==> src/hw/rtl/tst_pkg.sv <==
// shared types, codes and constants of the two-region slot table
`timescale 1ns / 1ps

package tst_pkg;

    localparam int SLOTS_DEF = 64;
    localparam int KEY_W     = 16;
    localparam int TAG_W     = KEY_W + 1;
    localparam int CNT_W     = 7;
    localparam int SLOT_W    = 6;

    localparam logic [CNT_W-1:0] SMALL_RST = 7'd32;
    localparam logic [CNT_W-1:0] TOTAL_RST = 7'd64;

    typedef enum logic [1:0] {
        CMD_LOOKUP  = 2'd0,
        CMD_ALLOC   = 2'd1,
        CMD_PROMOTE = 2'd2,
        CMD_FREE    = 2'd3
    } t_cmd;

    typedef enum logic [1:0] {
        ST_OK        = 2'd0,
        ST_NOT_FOUND = 2'd1,
        ST_NO_FREE   = 2'd2,
        ST_IS_BIG    = 2'd3
    } t_status;

    typedef enum logic [0:0] {
        REG_SMALL_COUNT = 1'b0,
        REG_TOTAL_COUNT = 1'b1
    } t_reg_idx;

    typedef struct packed {
        t_cmd             command;
        logic [KEY_W-1:0] conn_key;
    } t_cmd_beat;

    typedef struct packed {
        t_status           status;
        logic [SLOT_W-1:0] slot;
    } t_res_beat;

endpackage

==> src/hw/rtl/two_region_slot_table.sv <==
// two-region slot table: key lookup, alloc, promote and free over one tag memory
//
// commands arrive as beats on the input channel (valid/ready), one result beat
// per command leaves on the output channel. the cfg port writes small_count
// (index 0) and total_count (index 1); the user is to write them only while
// the block is idle, which the block itself does not enforce.
// each command scans the active slots 0 .. lim_total-1 in ascending order,
// one memory read per cycle, where lim_total is total_count clamped to SLOTS,
// then passes through the write-back states WB1 and WB2.
// a new command is taken only in the idle state, after the previous one has
// placed its result in the output register.
// after reset the block clears all SLOTS slots of the tag memory, one slot a
// cycle, with input ready low; config writes are taken during that time.
// a finished result sits in the output register until taken; the next
// command is already accepted and scanned, and waits only to hand over its
// own result while the previous beat is stalled.
`timescale 1ns / 1ps

module two_region_slot_table #(
    parameter int SLOTS = tst_pkg::SLOTS_DEF
) (
    input  logic                        i_clk,
    input  logic                        i_rst_n,
    input  logic                        i_in_valid,
    output logic                        o_in_ready,
    input  tst_pkg::t_cmd_beat          i_in_beat,
    output logic                        o_out_valid,
    input  logic                        i_out_ready,
    output tst_pkg::t_res_beat          o_out_beat,
    input  logic                        i_cfg_we,
    input  logic [0:0]                  i_cfg_idx,
    input  logic [tst_pkg::CNT_W-1:0]   i_cfg_data
);
    import tst_pkg::*;

    localparam int AW = $clog2(SLOTS);
    localparam int CW = (AW + 1 > CNT_W) ? AW + 1 : CNT_W;
    localparam logic [CW-1:0] SLOTS_C = CW'(SLOTS);
    localparam logic [AW-1:0] LAST_A  = AW'(SLOTS - 1);

    typedef enum logic [5:0] {
        S_CLR  = 6'b000001,
        S_IDLE = 6'b000010,
        S_SCAN = 6'b000100,
        S_WB1  = 6'b001000,
        S_WB2  = 6'b010000,
        S_RES  = 6'b100000
    } t_state;

    t_state            r_state, n_state;
    logic [CNT_W-1:0]  r_small, r_total;
    logic [AW:0]       r_cnt, n_cnt;
    logic              r_rd_vld, n_rd_vld;
    logic [AW-1:0]     r_rd_addr, n_rd_addr;
    t_cmd              r_cmd, n_cmd;
    logic [KEY_W-1:0]  r_key, n_key;
    logic [CW-1:0]     r_lt, n_lt, r_ls, n_ls;
    logic              r_hit, n_hit, r_fs, n_fs, r_fb, n_fb;
    logic [AW-1:0]     r_hit_slot, n_hit_slot, r_fs_slot, n_fs_slot;
    logic [AW-1:0]     r_fb_slot, n_fb_slot;
    logic              r_w1_en, n_w1_en, r_w2_en, n_w2_en;
    logic [AW-1:0]     r_w1_addr, n_w1_addr, r_w2_addr, n_w2_addr;
    logic [TAG_W-1:0]  r_w1_data, n_w1_data;
    t_status           r_res_st, n_res_st;
    logic [AW-1:0]     r_res_slot, n_res_slot;
    logic              r_out_vld, n_out_vld;
    t_res_beat         r_out_beat, n_out_beat;

    logic              mem_we, mem_re;
    logic [AW-1:0]     mem_waddr, mem_raddr;
    logic [TAG_W-1:0]  mem_wdata, mem_rdata;

    logic [CW-1:0]     cfg_small, cfg_total, lim_t, lim_s;
    logic              in_acc;

    assign cfg_small = CW'(r_small);
    assign cfg_total = CW'(r_total);
    assign lim_t     = (cfg_total > SLOTS_C) ? SLOTS_C : cfg_total;
    assign lim_s     = (cfg_small > lim_t) ? lim_t : cfg_small;

    assign o_in_ready  = (r_state == S_IDLE);
    assign in_acc      = i_in_valid && o_in_ready;
    assign o_out_valid = r_out_vld;
    assign o_out_beat  = r_out_beat;

    tst_tag_ram #(
        .SLOTS (SLOTS)
    ) u_ram (
        .i_clk   (i_clk),
        .i_we    (mem_we),
        .i_waddr (mem_waddr),
        .i_wdata (mem_wdata),
        .i_re    (mem_re),
        .i_raddr (mem_raddr),
        .o_rdata (mem_rdata)
    );

    always_comb begin
        mem_we    = 1'b0;
        mem_waddr = r_cnt[AW-1:0];
        mem_wdata = '0;
        unique case (r_state)
            S_CLR: begin
                mem_we = 1'b1;
            end
            S_WB1: begin
                mem_we    = r_w1_en;
                mem_waddr = r_w1_addr;
                mem_wdata = r_w1_data;
            end
            S_WB2: begin
                mem_we    = r_w2_en;
                mem_waddr = r_w2_addr;
                mem_wdata = {1'b1, r_key};
            end
            default: begin
                mem_we = 1'b0;
            end
        endcase
    end

    assign mem_re    = (r_state == S_SCAN) && (CW'(r_cnt) < r_lt);
    assign mem_raddr = r_cnt[AW-1:0];

    always_comb begin
        n_state    = r_state;
        n_cnt      = r_cnt;
        n_rd_vld   = 1'b0;
        n_rd_addr  = r_rd_addr;
        n_cmd      = r_cmd;
        n_key      = r_key;
        n_lt       = r_lt;
        n_ls       = r_ls;
        n_hit      = r_hit;
        n_hit_slot = r_hit_slot;
        n_fs       = r_fs;
        n_fs_slot  = r_fs_slot;
        n_fb       = r_fb;
        n_fb_slot  = r_fb_slot;
        n_w1_en    = r_w1_en;
        n_w1_addr  = r_w1_addr;
        n_w1_data  = r_w1_data;
        n_w2_en    = r_w2_en;
        n_w2_addr  = r_w2_addr;
        n_res_st   = r_res_st;
        n_res_slot = r_res_slot;
        n_out_vld  = r_out_vld && !i_out_ready;
        n_out_beat = r_out_beat;

        unique case (r_state)
            S_CLR: begin
                n_cnt = r_cnt + 1'b1;
                if (r_cnt[AW-1:0] == LAST_A) begin
                    n_state = S_IDLE;
                end
            end
            S_IDLE: begin
                if (in_acc) begin
                    n_cmd   = i_in_beat.command;
                    n_key   = i_in_beat.conn_key;
                    n_lt    = lim_t;
                    n_ls    = lim_s;
                    n_cnt   = '0;
                    n_hit   = 1'b0;
                    n_fs    = 1'b0;
                    n_fb    = 1'b0;
                    n_state = S_SCAN;
                end
            end
            S_SCAN: begin
                if (mem_re) begin
                    n_cnt     = r_cnt + 1'b1;
                    n_rd_vld  = 1'b1;
                    n_rd_addr = r_cnt[AW-1:0];
                end
                // ascending scan, so a later match overwrites an earlier one
                if (r_rd_vld) begin
                    if (mem_rdata == {1'b1, r_key}) begin
                        n_hit      = 1'b1;
                        n_hit_slot = r_rd_addr;
                    end
                    if (!mem_rdata[TAG_W-1]) begin
                        if (CW'(r_rd_addr) < r_ls) begin
                            n_fs      = 1'b1;
                            n_fs_slot = r_rd_addr;
                        end else begin
                            n_fb      = 1'b1;
                            n_fb_slot = r_rd_addr;
                        end
                    end
                end
                if (!mem_re && !r_rd_vld) begin
                    n_state    = S_WB1;
                    n_w1_en    = 1'b0;
                    n_w1_addr  = r_hit_slot;
                    n_w1_data  = '0;
                    n_w2_en    = 1'b0;
                    n_w2_addr  = r_fb_slot;
                    n_res_st   = ST_OK;
                    n_res_slot = r_hit_slot;
                    unique case (r_cmd)
                        CMD_LOOKUP: begin
                            if (!r_hit) begin
                                n_res_st = ST_NOT_FOUND;
                            end
                        end
                        CMD_ALLOC: begin
                            if (!r_hit) begin
                                if (r_fs) begin
                                    n_w1_en    = 1'b1;
                                    n_w1_addr  = r_fs_slot;
                                    n_w1_data  = {1'b1, r_key};
                                    n_res_slot = r_fs_slot;
                                end else begin
                                    n_res_st = ST_NO_FREE;
                                end
                            end
                        end
                        CMD_PROMOTE: begin
                            if (!r_hit) begin
                                n_res_st = ST_NOT_FOUND;
                            end else if (CW'(r_hit_slot) >= r_ls) begin
                                n_res_st = ST_IS_BIG;
                            end else begin
                                // small slot is released even if no big slot is free
                                n_w1_en = 1'b1;
                                if (r_fb) begin
                                    n_w2_en    = 1'b1;
                                    n_res_slot = r_fb_slot;
                                end else begin
                                    n_res_st = ST_NO_FREE;
                                end
                            end
                        end
                        CMD_FREE: begin
                            if (!r_hit) begin
                                n_res_st = ST_NOT_FOUND;
                            end else begin
                                n_w1_en = 1'b1;
                            end
                        end
                        default: begin
                            n_res_st = ST_NOT_FOUND;
                        end
                    endcase
                end
            end
            S_WB1: begin
                n_state = S_WB2;
            end
            S_WB2: begin
                n_state = S_RES;
            end
            S_RES: begin
                if (!r_out_vld || i_out_ready) begin
                    n_out_vld         = 1'b1;
                    n_out_beat.status = r_res_st;
                    n_out_beat.slot   = (r_res_st == ST_OK) ? SLOT_W'(r_res_slot) : '0;
                    n_state           = S_IDLE;
                end
            end
            default: begin
                n_state = S_CLR;
            end
        endcase
    end

    always_ff @(posedge i_clk) begin
        if (!i_rst_n) begin
            r_state   <= S_CLR;
            r_cnt     <= '0;
            r_rd_vld  <= 1'b0;
            r_out_vld <= 1'b0;
            r_small   <= SMALL_RST;
            r_total   <= TOTAL_RST;
        end else begin
            r_state   <= n_state;
            r_cnt     <= n_cnt;
            r_rd_vld  <= n_rd_vld;
            r_out_vld <= n_out_vld;
            if (i_cfg_we) begin
                unique case (t_reg_idx'(i_cfg_idx))
                    REG_SMALL_COUNT: r_small <= i_cfg_data;
                    REG_TOTAL_COUNT: r_total <= i_cfg_data;
                    default: begin
                        r_small <= r_small;
                    end
                endcase
            end
        end
    end

    always_ff @(posedge i_clk) begin
        r_rd_addr  <= n_rd_addr;
        r_cmd      <= n_cmd;
        r_key      <= n_key;
        r_lt       <= n_lt;
        r_ls       <= n_ls;
        r_hit      <= n_hit;
        r_hit_slot <= n_hit_slot;
        r_fs       <= n_fs;
        r_fs_slot  <= n_fs_slot;
        r_fb       <= n_fb;
        r_fb_slot  <= n_fb_slot;
        r_w1_en    <= n_w1_en;
        r_w1_addr  <= n_w1_addr;
        r_w1_data  <= n_w1_data;
        r_w2_en    <= n_w2_en;
        r_w2_addr  <= n_w2_addr;
        r_res_st   <= n_res_st;
        r_res_slot <= n_res_slot;
        r_out_beat <= n_out_beat;
    end

    a_err_slot_zero: assert property (@(posedge i_clk) disable iff (!i_rst_n)
        (o_out_valid && o_out_beat.status != ST_OK) |-> (o_out_beat.slot == '0))
        else $error("result beat with error status carries a nonzero slot");

    a_accept_starts_scan: assert property (@(posedge i_clk) disable iff (!i_rst_n)
        in_acc |=> (r_state == S_SCAN))
        else $error("accepted command did not start a scan");

    a_write_states: assert property (@(posedge i_clk) disable iff (!i_rst_n)
        mem_we |-> (r_state == S_CLR || r_state == S_WB1 || r_state == S_WB2))
        else $error("tag memory written outside clear or write-back");

    a_wb_in_range: assert property (@(posedge i_clk) disable iff (!i_rst_n)
        ((r_state == S_WB1 || r_state == S_WB2) && mem_we) |-> (CW'(mem_waddr) < r_lt))
        else $error("write-back beyond the active slots");

endmodule

==> src/hw/rtl/tst_tag_ram.sv <==
// slot tag memory: one write port, one read port, registered read data
`timescale 1ns / 1ps

module tst_tag_ram #(
    parameter int SLOTS = tst_pkg::SLOTS_DEF
) (
    input  logic                       i_clk,
    input  logic                       i_we,
    input  logic [$clog2(SLOTS)-1:0]   i_waddr,
    input  logic [tst_pkg::TAG_W-1:0]  i_wdata,
    input  logic                       i_re,
    input  logic [$clog2(SLOTS)-1:0]   i_raddr,
    output logic [tst_pkg::TAG_W-1:0]  o_rdata
);
    import tst_pkg::*;

    logic [TAG_W-1:0] r_mem [SLOTS];
    logic [TAG_W-1:0] r_q;

    always_ff @(posedge i_clk) begin
        if (i_we) begin
            r_mem[i_waddr] <= i_wdata;
        end
    end

    always_ff @(posedge i_clk) begin
        if (i_re) begin
            r_q <= r_mem[i_raddr];
        end
    end

    assign o_rdata = r_q;

endmodule
==> config.mk <==
export PLATFORM = sky130hd
export DESIGN_NAME = two_region_slot_table
export DESIGN_NICKNAME = d
export VERILOG_FILES = /design/src/hw/rtl/tst_pkg.sv /design/src/hw/rtl/two_region_slot_table.sv /design/src/hw/rtl/tst_tag_ram.sv
export SDC_FILE = /design/constraint.sdc
export NUM_CORES = 1
export LEC_CHECK = 0
export BUFFER_PORTS_ARGS = -buffer_cell sky130_fd_sc_hd__buf_4
export CAP_MARGIN = 25
export CORE_MARGIN = 2
export CORE_UTILIZATION = 55
export CTS_BUF_LIST = sky130_fd_sc_hd__clkbuf_8
export DETAILED_ROUTE_END_ITERATION = 8
export PLACE_DENSITY_LB_ADDON = 0.08
export SETUP_SLACK_MARGIN = 0.2
export SLEW_MARGIN = 20
export SYNTH_ARGS = -nofsm -noshare
export SYNTH_HDL_FRONTEND = slang
export SYNTH_SLANG_ARGS = --single-unit
==> constraint.sdc <==
create_clock -name i_clk -period 4 [get_ports i_clk]
set_input_delay 0.8 -clock i_clk [delete_from_list [all_inputs] [get_ports i_clk]]
set_output_delay 0.8 -clock i_clk [all_outputs]
set_load 0.03 [all_outputs]
==> summary.md <==
| Metric | Value |
|---|---|
| Status | finished, final reports clean |
| Antenna violations before repair | 3 |
| Min Tclk post-route | ~3700 ps |
| Peak supply drop | around 0.36 mV |
| Synth warn | 0 |
| Global route overflow | 0 |
| Highest-count cells in the layout ignoring fill and taps | edfxtp_1 (1211), mux4_2 (243), clkbuf_8 (201) |
| Most crowded layer after global routing | met2 |
| Most common cell after layout, fill and taps aside | edfxtp_1 |
| Net Count, Synth | between 2000 and 2500 |
| Post-CTS Hold Buffers | 0 |
| Ranking of synthesized cells by area | edfxtp_1 (75%), mux4_2 (11%), mux2i_1 (1.4%), dfxtp_1 (1.2%), a22o_1 (0.94%) |
| GR Util All Layers | between 20 and 30% |
| Area leader, netlist | edfxtp_1 |
| Top-area cell type share of the netlist area | 75.2% |
| Die X-Extent | about 300 µm |
| Pre-antenna DRT Iters | 6 |
| Cells after Synth | about 2400 |
| # IOs | slightly above 40 |
| Min Hold Slack | approximately 120 ps |
| Comb pwr share | ~14% |
| Total of max-cap violations | 0 |
| Die Area | 90300 µm² |
| Final setup violation count | 0 |
| Max-Slew Margin vs Limit | 40.7% |
| Reg power frac | a little over half |
| FMAX | ~270 MHz |
| Worst Path Max Fanout | 44 |
| Sw power | just over 7000 µW |
| Number of global-route vias before repair | 25200 |
| RSZ-0062 raised after global routing | no |
| DR DRC count | 0 |
| Largest net degree at the start of global routing | 70 |
| Clock buffer depth | 3 |
| WL final | roughly 120 mm |
| Fillers | between 6000 and 7000 |
| Seq/Total Area, Yosys | about three quarters |
| Post-DP HPWL | roughly 77 mm |
| Pins Over Slew Limit | 0 |
| Root Buffer Master | clkbuf_8 |
| Number of synthesized flops with an enable pin | about 1200 |
| FFs w/ async S/R, synth | 0% |
| Crit Path Category | reg2reg |
| Final period utilization | 91.6% |
| CTS Buf Count | 193 |
| H-Tree Depth | 4 |
| PortBufs | 40 |
| Clk sink count | ~1200 |
| CP startpoint kind | flop |
| Clock-pin slew on the worst setup and hold paths | ~70 ps |
| First-pass GRT wire length | approximately 180 mm |
| #FFs+latches synth | roughly 1200 |
| Nets | ~2700 |
| Worst-Skew Late Latency | about 870 ps |
| Drt first-iter violations | between 2000 and 3000 |
| Hold Path Class | in2reg |
| Post-CTS setup buffer count | 0 |
| GRT met1 Usage | between 40% and 50% |
| Area Growth Syn to Fin | 12.6% |
| Static leakage | approximately 0.015 µW |
| CTS tree | built |
| Post-synthesis cell type count | 65 |
| Worst Path Arrival | between 4000 and 5000 ps |
| Initial Util | 55.6% |
| Dpl cells | approximately 3600 |
| Data required time of the critical path | around 4600 ps |
| Internal power | just over 20000 µW |
| Row count | roughly 110 |
| Antenna-violating nets left | 0 |
| Clock power frac | about a third |
| Pwr per Cell Area | around 500 nW/µm² |
| Crit. End Element | flop |
| Share of layout cells above drive strength 1 | between 20% and 30% |
| Post-DR vias/cell | about 6.4 |
| Die height | about 300 µm |
| Syn avg cell area | 20.4 µm² |
| Met3 Track Usage GR | under 10% |
| M2 GR Usage | 42.8% |
| Fin cells | approximately 3900 |
| Clock Skew | between 50 and 60 ps |
| Setup TNS | 0 ps |
| Wire per inst | about 31 µm |
| GPL Wtd Cong | about 0.9 |
| Core box area | slightly below 90000 µm² |
| Synthesized area | 48300 µm² |
| Worst slew pin tran | approximately 890 ps |
| Switching share of total power | between 20% and 30% |
| DR vias | between 20000 and 30000 |
| Synth Flop Type | edfxtp_1 |
| Final hold violation count | 0 |
==> synth_stat cells (all sizes together), types with 9 or more instances <==
| master | instances |
|---|---|
| dfxtp | 29 |
| xor2 | 16 |
| mux2 | 12 |
| nor2 | 100 |
| o21ai | 19 |
| and2 | 32 |
| edfxtp | 1211 |
| and3 | 10 |
| buf | 59 |
| nor2b | 9 |
| ha | 29 |
| o221ai | 38 |
| nand3 | 26 |
| mux2i | 70 |
| a22oi | 52 |
| inv | 31 |
| a211oi | 23 |
| a221o | 9 |
| mux4 | 243 |
| a221oi | 24 |
| clkbuf | 64 |
| a211o | 9 |
| a22o | 52 |
| nand2 | 59 |
| nand2b | 17 |
| a21oi | 52 |
| or3 | 12 |
==> metrics by stage <==
step	util [%]	cell area (µm²)	total power, µW	setup WS (ps)
floorplan	-	48300	17300	998
global route	62.6	54400	28800	223
global placement	58.7	51000	18700	362
detailed placement	58.7	51000	18700	339
CTS	62.6	54400	28100	330
finish	62.6	54400	27900	337
==> final timing paths <==
path | startpoint | end | slack (ps) | cells after the start
worst min register to register | r_res_st[1]$_DFFE_PP_ | o_out_beat[7]$_DFFE_PP_ | 450 | 0
worst max-delay path | r_cnt[0]$_SDFFE_PN0P_ | u_ram.o_rdata[12]$_DFFE_PP_ | 340 | 6
worst max register to register | r_cnt[0]$_SDFFE_PN0P_ | u_ram.o_rdata[12]$_DFFE_PP_ | 340 | 6
worst min-delay path | i_in_beat[4] | r_key[4]$_DFFE_PP_ | 120 | 1
==> timing repair <==
item                       4_1_cts  5_1_grt
hold endpoints to repair         0        0
setup endpoints to repair        0        3
resized for setup                0        3
==> final cells by class <==
| type | count | area [µm²] | area share, % |
|---|---|---|---|
| multi-input cells | 977 | 10800 | 19.8 |
| clock buffers | 201 | 2770 | 5.08 |
| clock inverters | 139 | 608 | 1.12 |
| inverters | 33 | 124 | 0.228 |
| well taps | 1155 | 1450 | 2.66 |
| diodes | 1 | 2.50 | 0.00460 |
| flip-flops and latches | 1240 | 37000 | 67.9 |
| repair buffers | 198 | 1730 | 3.18 |
==> layer usage <==
| metal | vias up | wire length [µm] |
|---|---|---|
| met4 | 0 | 3340 |
| li1 | 10500 | - |
| met5 | - | 0 |
| met2 | 1225 | 58400 |
| met1 | 13400 | 50100 |
| met3 | 190 | 11200 |
==> power by group through the flow <==
stage / clock network, µW / logic (µW) / registers, µW
finish: 9450 / 3790 / 14600
detailed placement: 0 / 3780 / 14900
global placement: 0 / 3760 / 14900
global route: 10200 / 3970 / 14700
floorplan: 0 / 2550 / 14700
CTS: 9620 / 3790 / 14700
==> registers in the layout, indices dropped and copies added, names as in the netlist, 7 cells and up <==
signal,flops
o_out_beat,8
u_ram.r_mem,1088
r_ls,7
r_key,16
r_lt,7
cfg_total,7
r_cnt,7
cfg_small,7
r_w1_data,17
u_ram.o_rdata,17
==> critical path, cell delays in order (launching register included) <==
cell	delay [ps]
dfxtp_4	780
buf_12	320
buf_12	330
mux4_2	600
a22o_1	250
a221oi_1	680
o221ai_1	240
==> cells by family after synthesis <==
group                      synth area share, %
AOI/OAI and AO/OA                         4.75
and+or+nand+nor                           3.27
adders and majority gates                0.751
buffers and inverters                     1.42
DFF                                       76.4
muxes                                     13.1
xor gates and xnor gates                 0.308
Note: power is estimated with default switching activity, not from simulation.
